==> src/rtl/core/bse_pkg.sv <==
// Shared definitions for the bitmap set engine: operation codes and the
// per-word result record. No dependencies.
`timescale 1ns / 1ps
`default_nettype none
package bse_pkg;

  typedef logic [3:0] act_t;

  localparam act_t ACT_SET       = 4'd0;
  localparam act_t ACT_SET_RANGE = 4'd1;
  localparam act_t ACT_CLR       = 4'd2;
  localparam act_t ACT_CLR_RANGE = 4'd3;
  localparam act_t ACT_TEST      = 4'd4;
  localparam act_t ACT_ALL       = 4'd5;
  localparam act_t ACT_ANY       = 4'd6;
  localparam act_t ACT_NEXT      = 4'd7;
  localparam act_t ACT_LAST      = 4'd8;
  localparam act_t ACT_COUNT     = 4'd9;
  localparam act_t ACT_RUN       = 4'd10;
  localparam act_t ACT_EMPTY     = 4'd11;
  localparam act_t ACT_FILL      = 4'd12;
  localparam act_t ACT_CUT       = 4'd13;

  localparam int unsigned WORD_BITS = 32;

  typedef struct packed {
    logic       changed;
    logic       hit_any;
    logic       all_ok;
    logic [4:0] first_bit;
    logic [4:0] last_bit;
    logic [5:0] ones;
    logic [5:0] run_len;
  } word_res_t;

endpackage
`default_nettype wire

==> src/rtl/core/bse_req_if.sv <==
// Request channel of the bitmap set engine: valid/ready plus request payload.
// Depends on bse_pkg.
`timescale 1ns / 1ps
`default_nettype none
interface bse_req_if;
  logic              valid;
  logic              ready;
  bse_pkg::act_t     action;
  logic [8:0]        position;
  logic [9:0]        span;

  modport source (output valid, action, position, span, input ready);
  modport sink   (input valid, action, position, span, output ready);
endinterface
`default_nettype wire

==> src/rtl/core/bse_rsp_if.sv <==
// Result channel of the bitmap set engine: valid/ready plus result payload.
// No dependencies.
`timescale 1ns / 1ps
`default_nettype none
interface bse_rsp_if;
  logic       valid;
  logic       ready;
  logic       flag;
  logic [8:0] found_index;
  logic       none_found;
  logic [9:0] bit_count;
  logic       out_of_range;

  modport source (output valid, flag, found_index, none_found, bit_count, out_of_range,
                  input ready);
  modport sink   (input valid, flag, found_index, none_found, bit_count, out_of_range,
                  output ready);
endinterface
`default_nettype wire

==> src/rtl/core/bitmap_set_engine_core.sv <==
// Bitmap set engine top level: word store, sequencer and result register.
// Depends on bse_pkg, bse_req_if, bse_rsp_if and bse_word_alu.
//
// Usage: requests arrive on in_req (valid/ready); each carries action,
// position and span. Every request yields exactly one result on out_rsp
// (valid/ready) with flag, found_index, none_found, bit_count, out_of_range.
// The set is STORE_WORDS words of 32 bits in one memory with one write and
// one registered read port. Every request walks all words through the
// shared word unit, one word per cycle, and in_req.ready is high only
// while no request is in progress.
// After rst_n is released a clearing pass writes zero into every word;
// no request is taken during that pass.
// When the receiver stalls, the finished result is held in the output
// register; the next request is accepted meanwhile, and its own result
// waits until the held one is taken.
`timescale 1ns / 1ps
`default_nettype none
module bitmap_set_engine_core #(
  parameter int unsigned STORE_WORDS = 16
) (
  input  wire logic  clk,
  input  wire logic  rst_n,
  bse_req_if.sink    in_req,
  bse_rsp_if.source  out_rsp
);

  localparam int unsigned CAP   = STORE_WORDS * 32;
  localparam int unsigned CAPW  = $clog2(CAP + 1);
  localparam int unsigned IW    = (CAPW > 10) ? CAPW : 10;
  localparam int unsigned EW    = IW + 1;
  localparam int unsigned WW    = IW - 5;
  localparam int unsigned AW    = (STORE_WORDS > 1) ? $clog2(STORE_WORDS) : 1;
  localparam int unsigned CW    = $clog2(STORE_WORDS + 1);
  localparam logic [IW-1:0] CAP_I  = IW'(CAP);
  localparam logic [CW-1:0] LAST_W = CW'(STORE_WORDS);

  localparam logic [1:0] ST_CLEAR = 2'd0;
  localparam logic [1:0] ST_IDLE  = 2'd1;
  localparam logic [1:0] ST_RUN   = 2'd2;
  localparam logic [1:0] ST_DONE  = 2'd3;

  logic [31:0] mem [STORE_WORDS];
  logic [31:0] rd_data_r;

  logic [1:0]       state_r, state_nxt;
  logic [CW-1:0]    iss_r, iss_nxt;
  logic             proc_valid_r, proc_valid_nxt;
  logic [AW-1:0]    proc_idx_r, proc_idx_nxt;
  bse_pkg::act_t    act_r, act_nxt;
  logic [IW-1:0]    lo_r, lo_nxt, hi_r, hi_nxt;
  logic             oor_r, oor_nxt;
  logic             chg_r, chg_nxt, any_r, any_nxt, all_r, all_nxt;
  logic             fnd_r, fnd_nxt, alive_r, alive_nxt;
  logic [8:0]       found_r, found_nxt;
  logic [9:0]       cnt_r, cnt_nxt;

  logic             out_valid_r, out_valid_nxt;
  logic             flag_r, flag_nxt, none_r, none_nxt, oor_out_r, oor_out_nxt;
  logic [8:0]       fidx_r, fidx_nxt;
  logic [9:0]       bcnt_r, bcnt_nxt;

  logic             wr_en;
  logic [AW-1:0]    wr_addr;
  logic [31:0]      wr_data;
  logic [AW-1:0]    rd_addr;

  logic [WW-1:0]    w_ext, lo_w, hi_w;
  logic [4:0]       lo_b, hi_b;
  logic [31:0]      ge_mask, lt_mask;
  logic             set_en, clr_en;
  logic [31:0]      new_word;
  bse_pkg::word_res_t res;

  logic [IW-1:0]    pos_i, endc_i;
  logic [EW-1:0]    end_i;
  logic             pos_oor, rng_oor;
  logic [10:0]      cnt_sum;
  logic [5:0]       add_amt;
  logic             take_req;

  assign in_req.ready  = (state_r == ST_IDLE);
  assign take_req      = in_req.valid && (state_r == ST_IDLE);

  assign w_ext   = WW'(proc_idx_r);
  assign lo_w    = lo_r[IW-1:5];
  assign lo_b    = lo_r[4:0];
  assign hi_w    = hi_r[IW-1:5];
  assign hi_b    = hi_r[4:0];

  always_comb begin
    priority if (w_ext > lo_w) begin
      ge_mask = '1;
    end else if (w_ext == lo_w) begin
      ge_mask = 32'hFFFF_FFFF << lo_b;
    end else begin
      ge_mask = '0;
    end
    priority if (w_ext < hi_w) begin
      lt_mask = '1;
    end else if (w_ext == hi_w) begin
      lt_mask = ~(32'hFFFF_FFFF << hi_b);
    end else begin
      lt_mask = '0;
    end
  end

  assign set_en = (act_r == bse_pkg::ACT_SET) || (act_r == bse_pkg::ACT_SET_RANGE) ||
                  (act_r == bse_pkg::ACT_FILL);
  assign clr_en = (act_r == bse_pkg::ACT_CLR) || (act_r == bse_pkg::ACT_CLR_RANGE) ||
                  (act_r == bse_pkg::ACT_CUT);

  bse_word_alu u_alu (
    .word_data  (rd_data_r),
    .range_mask (ge_mask & lt_mask),
    .start_mask (ge_mask),
    .set_en     (set_en),
    .clr_en     (clr_en),
    .new_word   (new_word),
    .res        (res)
  );

  assign pos_i   = IW'(in_req.position);
  assign end_i   = EW'(in_req.position) + EW'(in_req.span);
  assign rng_oor = (end_i > {1'b0, CAP_I});
  assign endc_i  = rng_oor ? CAP_I : end_i[IW-1:0];
  assign pos_oor = (pos_i >= CAP_I);

  always_comb begin
    if (act_r == bse_pkg::ACT_RUN) begin
      add_amt = (w_ext == lo_w) ? (res.run_len - {1'b0, lo_b}) : res.run_len;
    end else begin
      add_amt = res.ones;
    end
  end
  assign cnt_sum = {1'b0, cnt_r} + 11'(add_amt);

  assign rd_addr = iss_r[AW-1:0];

  always_comb begin
    wr_en   = 1'b0;
    wr_addr = proc_idx_r;
    wr_data = new_word;
    if (state_r == ST_CLEAR) begin
      wr_en   = 1'b1;
      wr_addr = iss_r[AW-1:0];
      wr_data = '0;
    end else if (proc_valid_r) begin
      wr_en   = 1'b1;
    end
  end

  always_ff @(posedge clk) begin
    if (wr_en) begin
      mem[wr_addr] <= wr_data;
    end
    rd_data_r <= mem[rd_addr];
  end

  always_comb begin
    state_nxt      = state_r;
    iss_nxt        = iss_r;
    proc_valid_nxt = 1'b0;
    proc_idx_nxt   = proc_idx_r;
    act_nxt        = act_r;
    lo_nxt         = lo_r;
    hi_nxt         = hi_r;
    oor_nxt        = oor_r;
    chg_nxt        = chg_r;
    any_nxt        = any_r;
    all_nxt        = all_r;
    fnd_nxt        = fnd_r;
    alive_nxt      = alive_r;
    found_nxt      = found_r;
    cnt_nxt        = cnt_r;
    out_valid_nxt  = out_valid_r && !out_rsp.ready;
    flag_nxt       = flag_r;
    none_nxt       = none_r;
    oor_out_nxt    = oor_out_r;
    fidx_nxt       = fidx_r;
    bcnt_nxt       = bcnt_r;

    unique case (state_r)
      ST_CLEAR: begin
        iss_nxt = iss_r + 1'b1;
        if (iss_r == LAST_W - 1'b1) begin
          state_nxt = ST_IDLE;
        end
      end
      ST_IDLE: begin
        if (take_req) begin
          state_nxt = ST_RUN;
          iss_nxt   = '0;
          act_nxt   = in_req.action;
          chg_nxt   = 1'b0;
          any_nxt   = 1'b0;
          all_nxt   = 1'b1;
          fnd_nxt   = 1'b0;
          alive_nxt = 1'b1;
          found_nxt = '0;
          cnt_nxt   = '0;
          lo_nxt    = pos_i;
          hi_nxt    = CAP_I;
          oor_nxt   = pos_oor;
          unique case (in_req.action)
            bse_pkg::ACT_SET, bse_pkg::ACT_CLR, bse_pkg::ACT_TEST: begin
              hi_nxt = pos_i + 1'b1;
            end
            bse_pkg::ACT_SET_RANGE, bse_pkg::ACT_CLR_RANGE,
            bse_pkg::ACT_ALL, bse_pkg::ACT_ANY: begin
              hi_nxt  = endc_i;
              oor_nxt = rng_oor;
            end
            bse_pkg::ACT_NEXT, bse_pkg::ACT_RUN, bse_pkg::ACT_CUT: begin
              hi_nxt = CAP_I;
            end
            bse_pkg::ACT_LAST, bse_pkg::ACT_COUNT, bse_pkg::ACT_EMPTY: begin
              lo_nxt  = '0;
              oor_nxt = 1'b0;
            end
            bse_pkg::ACT_FILL: begin
              lo_nxt = '0;
              hi_nxt = pos_oor ? CAP_I : (pos_i + 1'b1);
            end
            default: begin
              lo_nxt  = '0;
              hi_nxt  = '0;
              oor_nxt = 1'b0;
            end
          endcase
        end
      end
      ST_RUN: begin
        if (iss_r != LAST_W) begin
          iss_nxt        = iss_r + 1'b1;
          proc_valid_nxt = 1'b1;
          proc_idx_nxt   = iss_r[AW-1:0];
        end else if (!proc_valid_r) begin
          state_nxt = ST_DONE;
        end
        if (proc_valid_r) begin
          chg_nxt = chg_r | res.changed;
          any_nxt = any_r | res.hit_any;
          all_nxt = all_r & res.all_ok;
          if (act_r == bse_pkg::ACT_LAST) begin
            if (res.hit_any) begin
              fnd_nxt   = 1'b1;
              found_nxt = 9'({w_ext, res.last_bit});
            end
          end else if (!fnd_r && res.hit_any) begin
            fnd_nxt   = 1'b1;
            found_nxt = 9'({w_ext, res.first_bit});
          end
          if (act_r == bse_pkg::ACT_RUN) begin
            if (alive_r && (w_ext >= lo_w)) begin
              cnt_nxt = cnt_sum[10] ? 10'h3FF : cnt_sum[9:0];
              if (res.run_len != 6'd32) begin
                alive_nxt = 1'b0;
              end
            end
          end else begin
            cnt_nxt = cnt_sum[10] ? 10'h3FF : cnt_sum[9:0];
          end
        end
      end
      ST_DONE: begin
        if (!out_valid_r || out_rsp.ready) begin
          state_nxt     = ST_IDLE;
          out_valid_nxt = 1'b1;
          oor_out_nxt   = oor_r;
          flag_nxt      = 1'b0;
          fidx_nxt      = '0;
          none_nxt      = 1'b0;
          bcnt_nxt      = '0;
          unique case (act_r)
            bse_pkg::ACT_SET, bse_pkg::ACT_SET_RANGE, bse_pkg::ACT_FILL,
            bse_pkg::ACT_CLR, bse_pkg::ACT_CLR_RANGE, bse_pkg::ACT_CUT: begin
              flag_nxt = chg_r;
            end
            bse_pkg::ACT_TEST, bse_pkg::ACT_ANY: begin
              flag_nxt = any_r;
            end
            bse_pkg::ACT_ALL: begin
              flag_nxt = all_r & ~oor_r;
            end
            bse_pkg::ACT_EMPTY: begin
              flag_nxt = ~any_r;
            end
            bse_pkg::ACT_NEXT, bse_pkg::ACT_LAST: begin
              fidx_nxt = found_r;
              none_nxt = ~fnd_r;
            end
            bse_pkg::ACT_COUNT, bse_pkg::ACT_RUN: begin
              bcnt_nxt = cnt_r;
            end
            default: begin
              flag_nxt = 1'b0;
            end
          endcase
        end
      end
      default: begin
        state_nxt = ST_IDLE;
      end
    endcase
  end

  always_ff @(posedge clk) begin
    if (!rst_n) begin
      state_r      <= ST_CLEAR;
      iss_r        <= '0;
      proc_valid_r <= 1'b0;
      out_valid_r  <= 1'b0;
    end else begin
      state_r      <= state_nxt;
      iss_r        <= iss_nxt;
      proc_valid_r <= proc_valid_nxt;
      out_valid_r  <= out_valid_nxt;
    end
  end

  always_ff @(posedge clk) begin
    proc_idx_r <= proc_idx_nxt;
    act_r      <= act_nxt;
    lo_r       <= lo_nxt;
    hi_r       <= hi_nxt;
    oor_r      <= oor_nxt;
    chg_r      <= chg_nxt;
    any_r      <= any_nxt;
    all_r      <= all_nxt;
    fnd_r      <= fnd_nxt;
    alive_r    <= alive_nxt;
    found_r    <= found_nxt;
    cnt_r      <= cnt_nxt;
    flag_r     <= flag_nxt;
    none_r     <= none_nxt;
    oor_out_r  <= oor_out_nxt;
    fidx_r     <= fidx_nxt;
    bcnt_r     <= bcnt_nxt;
  end

  assign out_rsp.valid        = out_valid_r;
  assign out_rsp.flag         = flag_r;
  assign out_rsp.found_index  = fidx_r;
  assign out_rsp.none_found   = none_r;
  assign out_rsp.bit_count    = bcnt_r;
  assign out_rsp.out_of_range = oor_out_r;

endmodule
`default_nettype wire

==> src/rtl/core/bse_word_alu.sv <==
// Shared per-word unit: masked set/clear, test, bit search, popcount and
// run length on one 32-bit store word. Depends on bse_pkg.
`timescale 1ns / 1ps
`default_nettype none
module bse_word_alu (
  input  wire logic [31:0]       word_data,
  input  wire logic [31:0]       range_mask,
  input  wire logic [31:0]       start_mask,
  input  wire logic              set_en,
  input  wire logic              clr_en,
  output logic [31:0]            new_word,
  output bse_pkg::word_res_t     res
);

  logic [31:0] hit;
  logic [31:0] run_src;

  assign hit     = word_data & range_mask;
  assign run_src = word_data | ~start_mask;

  always_comb begin
    priority if (set_en) begin
      new_word = word_data | range_mask;
    end else if (clr_en) begin
      new_word = word_data & ~range_mask;
    end else begin
      new_word = word_data;
    end
  end

  always_comb begin
    res           = '0;
    res.changed   = set_en ? |(range_mask & ~word_data) : (clr_en ? |hit : 1'b0);
    res.hit_any   = |hit;
    res.all_ok    = (hit == range_mask);
    for (int i = 31; i >= 0; i--) begin
      if (hit[i]) begin
        res.first_bit = 5'(i);
      end
    end
    for (int i = 0; i < 32; i++) begin
      if (hit[i]) begin
        res.last_bit = 5'(i);
      end
    end
    for (int i = 0; i < 32; i++) begin
      res.ones = res.ones + 6'(hit[i]);
    end
    res.run_len = 6'd32;
    for (int i = 31; i >= 0; i--) begin
      if (!run_src[i]) begin
        res.run_len = 6'(i);
      end
    end
  end

endmodule
`default_nettype wire

==> src/flat_wrapper.sv <==
// flat-port wrapper written by rule: the top's interface ports become plain ports
module bitmap_set_engine_core_flat 
#(
  parameter int unsigned STORE_WORDS = 16
)
  (clk, rst_n, in_req_valid, in_req_action, in_req_position, in_req_span, in_req_ready, out_rsp_valid, out_rsp_flag, out_rsp_found_index, out_rsp_none_found, out_rsp_bit_count, out_rsp_out_of_range, out_rsp_ready);
  bse_req_if in_req_i ();
  bse_rsp_if out_rsp_i ();
  input  wire logic clk;
  input  wire logic rst_n;
  input wire logic [$bits(in_req_i.valid)-1:0] in_req_valid;
  input wire logic [$bits(in_req_i.action)-1:0] in_req_action;
  input wire logic [$bits(in_req_i.position)-1:0] in_req_position;
  input wire logic [$bits(in_req_i.span)-1:0] in_req_span;
  output wire logic [$bits(in_req_i.ready)-1:0] in_req_ready;
  output wire logic [$bits(out_rsp_i.valid)-1:0] out_rsp_valid;
  output wire logic [$bits(out_rsp_i.flag)-1:0] out_rsp_flag;
  output wire logic [$bits(out_rsp_i.found_index)-1:0] out_rsp_found_index;
  output wire logic [$bits(out_rsp_i.none_found)-1:0] out_rsp_none_found;
  output wire logic [$bits(out_rsp_i.bit_count)-1:0] out_rsp_bit_count;
  output wire logic [$bits(out_rsp_i.out_of_range)-1:0] out_rsp_out_of_range;
  input wire logic [$bits(out_rsp_i.ready)-1:0] out_rsp_ready;
  assign in_req_i.valid = in_req_valid;
  assign in_req_i.action = in_req_action;
  assign in_req_i.position = in_req_position;
  assign in_req_i.span = in_req_span;
  assign in_req_ready = in_req_i.ready;
  assign out_rsp_valid = out_rsp_i.valid;
  assign out_rsp_flag = out_rsp_i.flag;
  assign out_rsp_found_index = out_rsp_i.found_index;
  assign out_rsp_none_found = out_rsp_i.none_found;
  assign out_rsp_bit_count = out_rsp_i.bit_count;
  assign out_rsp_out_of_range = out_rsp_i.out_of_range;
  assign out_rsp_i.ready = out_rsp_ready;
  bitmap_set_engine_core #(.STORE_WORDS(STORE_WORDS)) u_core (.clk(clk), .rst_n(rst_n), .in_req(in_req_i), .out_rsp(out_rsp_i));
endmodule
==> config.mk <==
export PLATFORM = sky130hd
export DESIGN_NAME = bitmap_set_engine_core_flat
export DESIGN_NICKNAME = d
export VERILOG_FILES = /design/src/rtl/core/bse_pkg.sv /design/src/rtl/core/bse_req_if.sv /design/src/rtl/core/bse_rsp_if.sv /design/src/rtl/core/bitmap_set_engine_core.sv /design/src/rtl/core/bse_word_alu.sv /design/src/flat_wrapper.sv
export SDC_FILE = /design/constraint.sdc
export NUM_CORES = 1
export LEC_CHECK = 0
export ABC_CLOCK_PERIOD_IN_PS = 11990
export BUFFER_PORTS_ARGS = -buffer_cell sky130_fd_sc_hd__buf_2
export CORE_UTILIZATION = 50
export DETAILED_ROUTE_END_ITERATION = 10
export HOLD_SLACK_MARGIN = 0.1
export PLACE_DENSITY = 0.66
export SYNTH_ARGS = -nofsm -noshare
export SYNTH_HDL_FRONTEND = slang
export SYNTH_SLANG_ARGS = --single-unit
export TNS_END_PERCENT = 20
==> constraint.sdc <==
create_clock -name clk -period 11.99 [get_ports clk]
set_input_delay 2.398 -clock clk [delete_from_list [all_inputs] [get_ports clk]]
set_output_delay 2.398 -clock clk [all_outputs]
set_load 0.03 [all_outputs]
==> results.rst <==
.. list-table::
   :header-rows: 1

   * - Metric
     - Value
   * - CP Class
     - reg -> reg
   * - Pre-CTS setup slack
     - 3.12 ns
   * - Setup slack of the worst register-to-register path
     - 2.93 ns
   * - Global-route congestion overflow total
     - 0
   * - Mean number of vias per cell
     - 6.41
   * - Startpoint type of the worst setup path
     - flop
   * - Synth Flop Type
     - sky130_fd_sc_hd__edfxtp_1
   * - Worst-path clk slew
     - 0.06 ns
   * - Number of optimization iterations in the first detailed-route pass
     - 8
   * - Class of the worst hold path
     - reg -> reg
   * - Post-DR wirelength/cell
     - 29.4 um
   * - Cell type contributing the most total cell area after synthesis
     - sky130_fd_sc_hd__edfxtp_1
   * - Max-slew violation total from the final report
     - 0
   * - Root buf cell
     - sky130_fd_sc_hd__clkbuf_16
   * - Met1 usage in global routing
     - 0.390
   * - Worst-case vdd ir drop
     - 0.165 mV
   * - Instance area after placement
     - just over 30000 um^2
   * - Final WL
     - 81500 um
   * - Crit path max-delay cell type
     - sky130_fd_sc_hd__a211oi_4
   * - Initial Utilization
     - 0.506
   * - Worst Setup EP
     - u_core.cnt_r[9]$_SDFFCE_PN0P_
   * - Post-route ant nets
     - 0
   * - Placeable core area
     - 57600 um^2
   * - Global routing usage summed across all routing layers
     - 0.280
   * - Number of antenna violations at the first check in global routing
     - 0
   * - Final worst path period share
     - 0.756
   * - Hold Vio Cnt, Final
     - 0
   * - Ratio of cells with drive above 1 in the final layout
     - 0.220
   * - CP max stage delay
     - 0.66 ns
   * - Fraction of synthesized cell area taken by the top area cell type
     - 0.604
   * - Maximum number of pins on one net before global-route repair
     - 53
   * - Clk Latency, worst-skew pair
     - 0.63 ns
   * - Summed instance area of the synthesized netlist
     - a little under 30000 um^2
   * - RR Endpoint
     - u_core.cnt_r[9]$_SDFFCE_PN0P_
   * - Logic depth of the worst register-to-register path
     - 28
   * - Capturing element type of the critical path
     - flop
   * - Total Power
     - 5.39 mW
   * - Synth unique cells
     - 95
   * - Leading cell types by total area after synthesis
     - sky130_fd_sc_hd__edfxtp_1 (60%), sky130_fd_sc_hd__mux4_2 (12%), sky130_fd_sc_hd__dfxtp_1 (2.8%)
   * - Hold-fix buffer count after cts
     - 0
   * - GRT met3 Usage
     - 0.0354
   * - Die outline area
     - 59200 um^2
   * - Final setup violation count
     - 0
   * - Syn. warnings
     - 0
   * - Width of the die
     - 243 um
   * - Worst hold slack across all endpoints
     - 0.469 ns
   * - Total leakage power
     - 10.5 nW
   * - Reg-to-reg startpoint
     - u_core.proc_idx_r[3]$_DFFE_PP_
   * - Final Util
     - 0.568
   * - Period minus WS final
     - 9.06 ns
   * - Final Worst Setup Slack
     - 2.93 ns
   * - Flop and latch count out of synthesis
     - 627
   * - Clock tree from TritonCTS
     - yes
   * - Count of routing violations after the opening detailed-route iteration
     - 1668
   * - Post-cts gate resize count
     - 0
   * - Mean Syn Cell Area
     - 15.6 um^2
   * - I/O Buffers
     - 50
   * - Status
     - finished clean
   * - Slew of the pin with the lowest slew margin
     - 1.15 ns
   * - Longest Clk Path Bufs
     - 3
   * - Net count after synthesis
     - 1967
   * - Residual DRC
     - 0
   * - Highest clock rate
     - 110 MHz
   * - Post CTS Setup Buffer Count
     - 0
   * - Number of antenna repair diodes
     - 0
   * - Most frequent cell on the critical path
     - sky130_fd_sc_hd__fa_1
   * - Post-Syn Instances
     - 1868
   * - Non-Filler Cell Area, Final
     - between 30000 and 40000 um^2
   * - Grt peak-use layer
     - met2
   * - Power density over the cells
     - about 160 nW/um^2
   * - Final RePlAce weighted congestion
     - approximately 1.1
   * - Worst path arrival time
     - around 9.4 ns
   * - Standard-cell row count
     - 88
   * - Final Skew
     - 0.0166 ns
   * - DP Wirelength
     - 52900 um
   * - Critical path launch point
     - u_core.proc_idx_r[3]$_DFFE_PP_
   * - Inserted Clock Buffers
     - 61
   * - Proportion of synthesized flip-flops having asynchronous set or reset
     - 0
   * - Maximum level of the CTS H-tree
     - 2
   * - Global-route wire length before repair
     - 120000 um
   * - Beginning of the worst hold path
     - u_core.oor_r$_DFFE_PP_
   * - Setup Total Neg Slack
     - 0 ns
   * - EDFF count, synth
     - 586
   * - List of most frequent post-synthesis cells
     - sky130_fd_sc_hd__edfxtp_1 (586), sky130_fd_sc_hd__mux4_2 (160), sky130_fd_sc_hd__nor2_1 (93), sky130_fd_sc_hd__a21oi_1 (88), sky130_fd_sc_hd__inv_1 (84)
   * - Met2 track utilization from global routing
     - 0.454
   * - Sink count of the clock tree
     - 627
   * - Register area share after synthesis
     - 0.632
   * - Die extent in y
     - 243 um
   * - Slew margin rel.
     - 0.233
   * - Most frequent cell after synthesis
     - sky130_fd_sc_hd__edfxtp_1
   * - Instance count after placement with tap cells included
     - between 2000 and 3000
   * - I/O pin count
     - 51
   * - Max-cap violations
     - 0
   * - Synthesis-to-layout area growth
     - 12.3%
   * - Vias post-DR
     - about 18000
   * - Required time worst endpoint
     - 12.34 ns
   * - RSZ-0062 raised after global routing
     - no
   * - Final net count
     - around 2100
   * - Via count of the first global-routing pass
     - roughly 18000
   * - Worst-path fanout max
     - 13
   * - Post-Layout Cell Count
     - 2772
[sequential cells by signal, summed over array words and instances, names as in the netlist, 9 cells and up]
| signal | count |
|---|---|
| u_core.found_r | 9 |
| u_core.out_rsp.bit_count | 10 |
| u_core.cnt_r | 10 |
| u_core.out_rsp.found_index | 9 |
| u_core.lo_r | 9 |
| u_core.mem | 512 |
| u_core.rd_data_r | 32 |
| u_core.hi_r | 10 |
[layer usage]
metal  routed length, um  share of wire  vias to the layer above
li1                    -              -                     7692
met1               34100           0.42                     9210
met2               39400           0.48                      756
met3                5040          0.062                      120
met4                2970          0.036                        0
met5                   0              0                        -
[worst max-delay path: cells and delay by family (launching register included)]
family / cells / cell delay (ns)
DFF: 1 / 0.51
adders and majority gates: 10 / 4.53
xor gates and xnor gates: 1 / 0.20
and+or+nand+nor: 4 / 0.67
buffers and inverters: 3 / 0.16
AOI/OAI and AO/OA: 10 / 2.70
[how the worst min path moves through the flow]
stage | depth (start not counted) | endpoint | slack [ns]
2_1_floorplan | 0 | u_core.proc_idx_r[3]$_DFFE_PP_ | 0.41
3_3_place_gp | 0 | u_core.out_rsp.out_of_range$_DFFE_PP_ | 0.45
3_5_place_dp | 0 | u_core.out_rsp.out_of_range$_DFFE_PP_ | 0.46
4_1_cts | 0 | u_core.out_rsp.out_of_range$_DFFE_PP_ | 0.47
5_1_grt | 0 | u_core.out_rsp.out_of_range$_DFFE_PP_ | 0.48
6_report | 0 | u_core.out_rsp.out_of_range$_DFFE_PP_ | 0.47
[layout make-up]
cell class              instances  area [um^2]
clock inverters                31          393
fillers                      4453        24900
inverters                      86          323
flip-flops and latches        627        18400
clock buffers                  82         1690
well taps                     765          957
multi-input cells            1057        10100
repair buffers                124          806
[kinds of logic (layout without fill, tap and decap cells)]
logic type,after synthesis,in the layout,share of synthesized area
AND/OR/NAND/NOR,407,407,0.0737
flip-flops,627,627,0.632
multiplexers,163,163,0.125
buffers and inverters,184,323,0.0261
XOR/XNOR,29,29,0.00872
AO/OA/AOI/OAI,386,386,0.0963
adder cells (fa/ha/maj),72,72,0.0379
[placed cells by master (no fill, tap or decap), types with 37 or more instances in the layout]
cell                        instances
sky130_fd_sc_hd__edfxtp_1         586
sky130_fd_sc_hd__mux4_2           160
sky130_fd_sc_hd__a21oi_1           88
sky130_fd_sc_hd__inv_1             84
sky130_fd_sc_hd__nor2_1            75
sky130_fd_sc_hd__buf_4             74
sky130_fd_sc_hd__nand2_1           73
sky130_fd_sc_hd__clkbuf_16         61
sky130_fd_sc_hd__buf_2             50
sky130_fd_sc_hd__o21ai_0           47
sky130_fd_sc_hd__a211oi_1          44
sky130_fd_sc_hd__ha_1              44
sky130_fd_sc_hd__and2_1            42
sky130_fd_sc_hd__dfxtp_1           38
sky130_fd_sc_hd__nand3_1           37
[power breakdown]
group	switching (mW)	internal [mW]
logic	0.515	0.408
clock network	0.812	1.16
registers	0.0740	2.42
(Power assumes the default switching activity.)
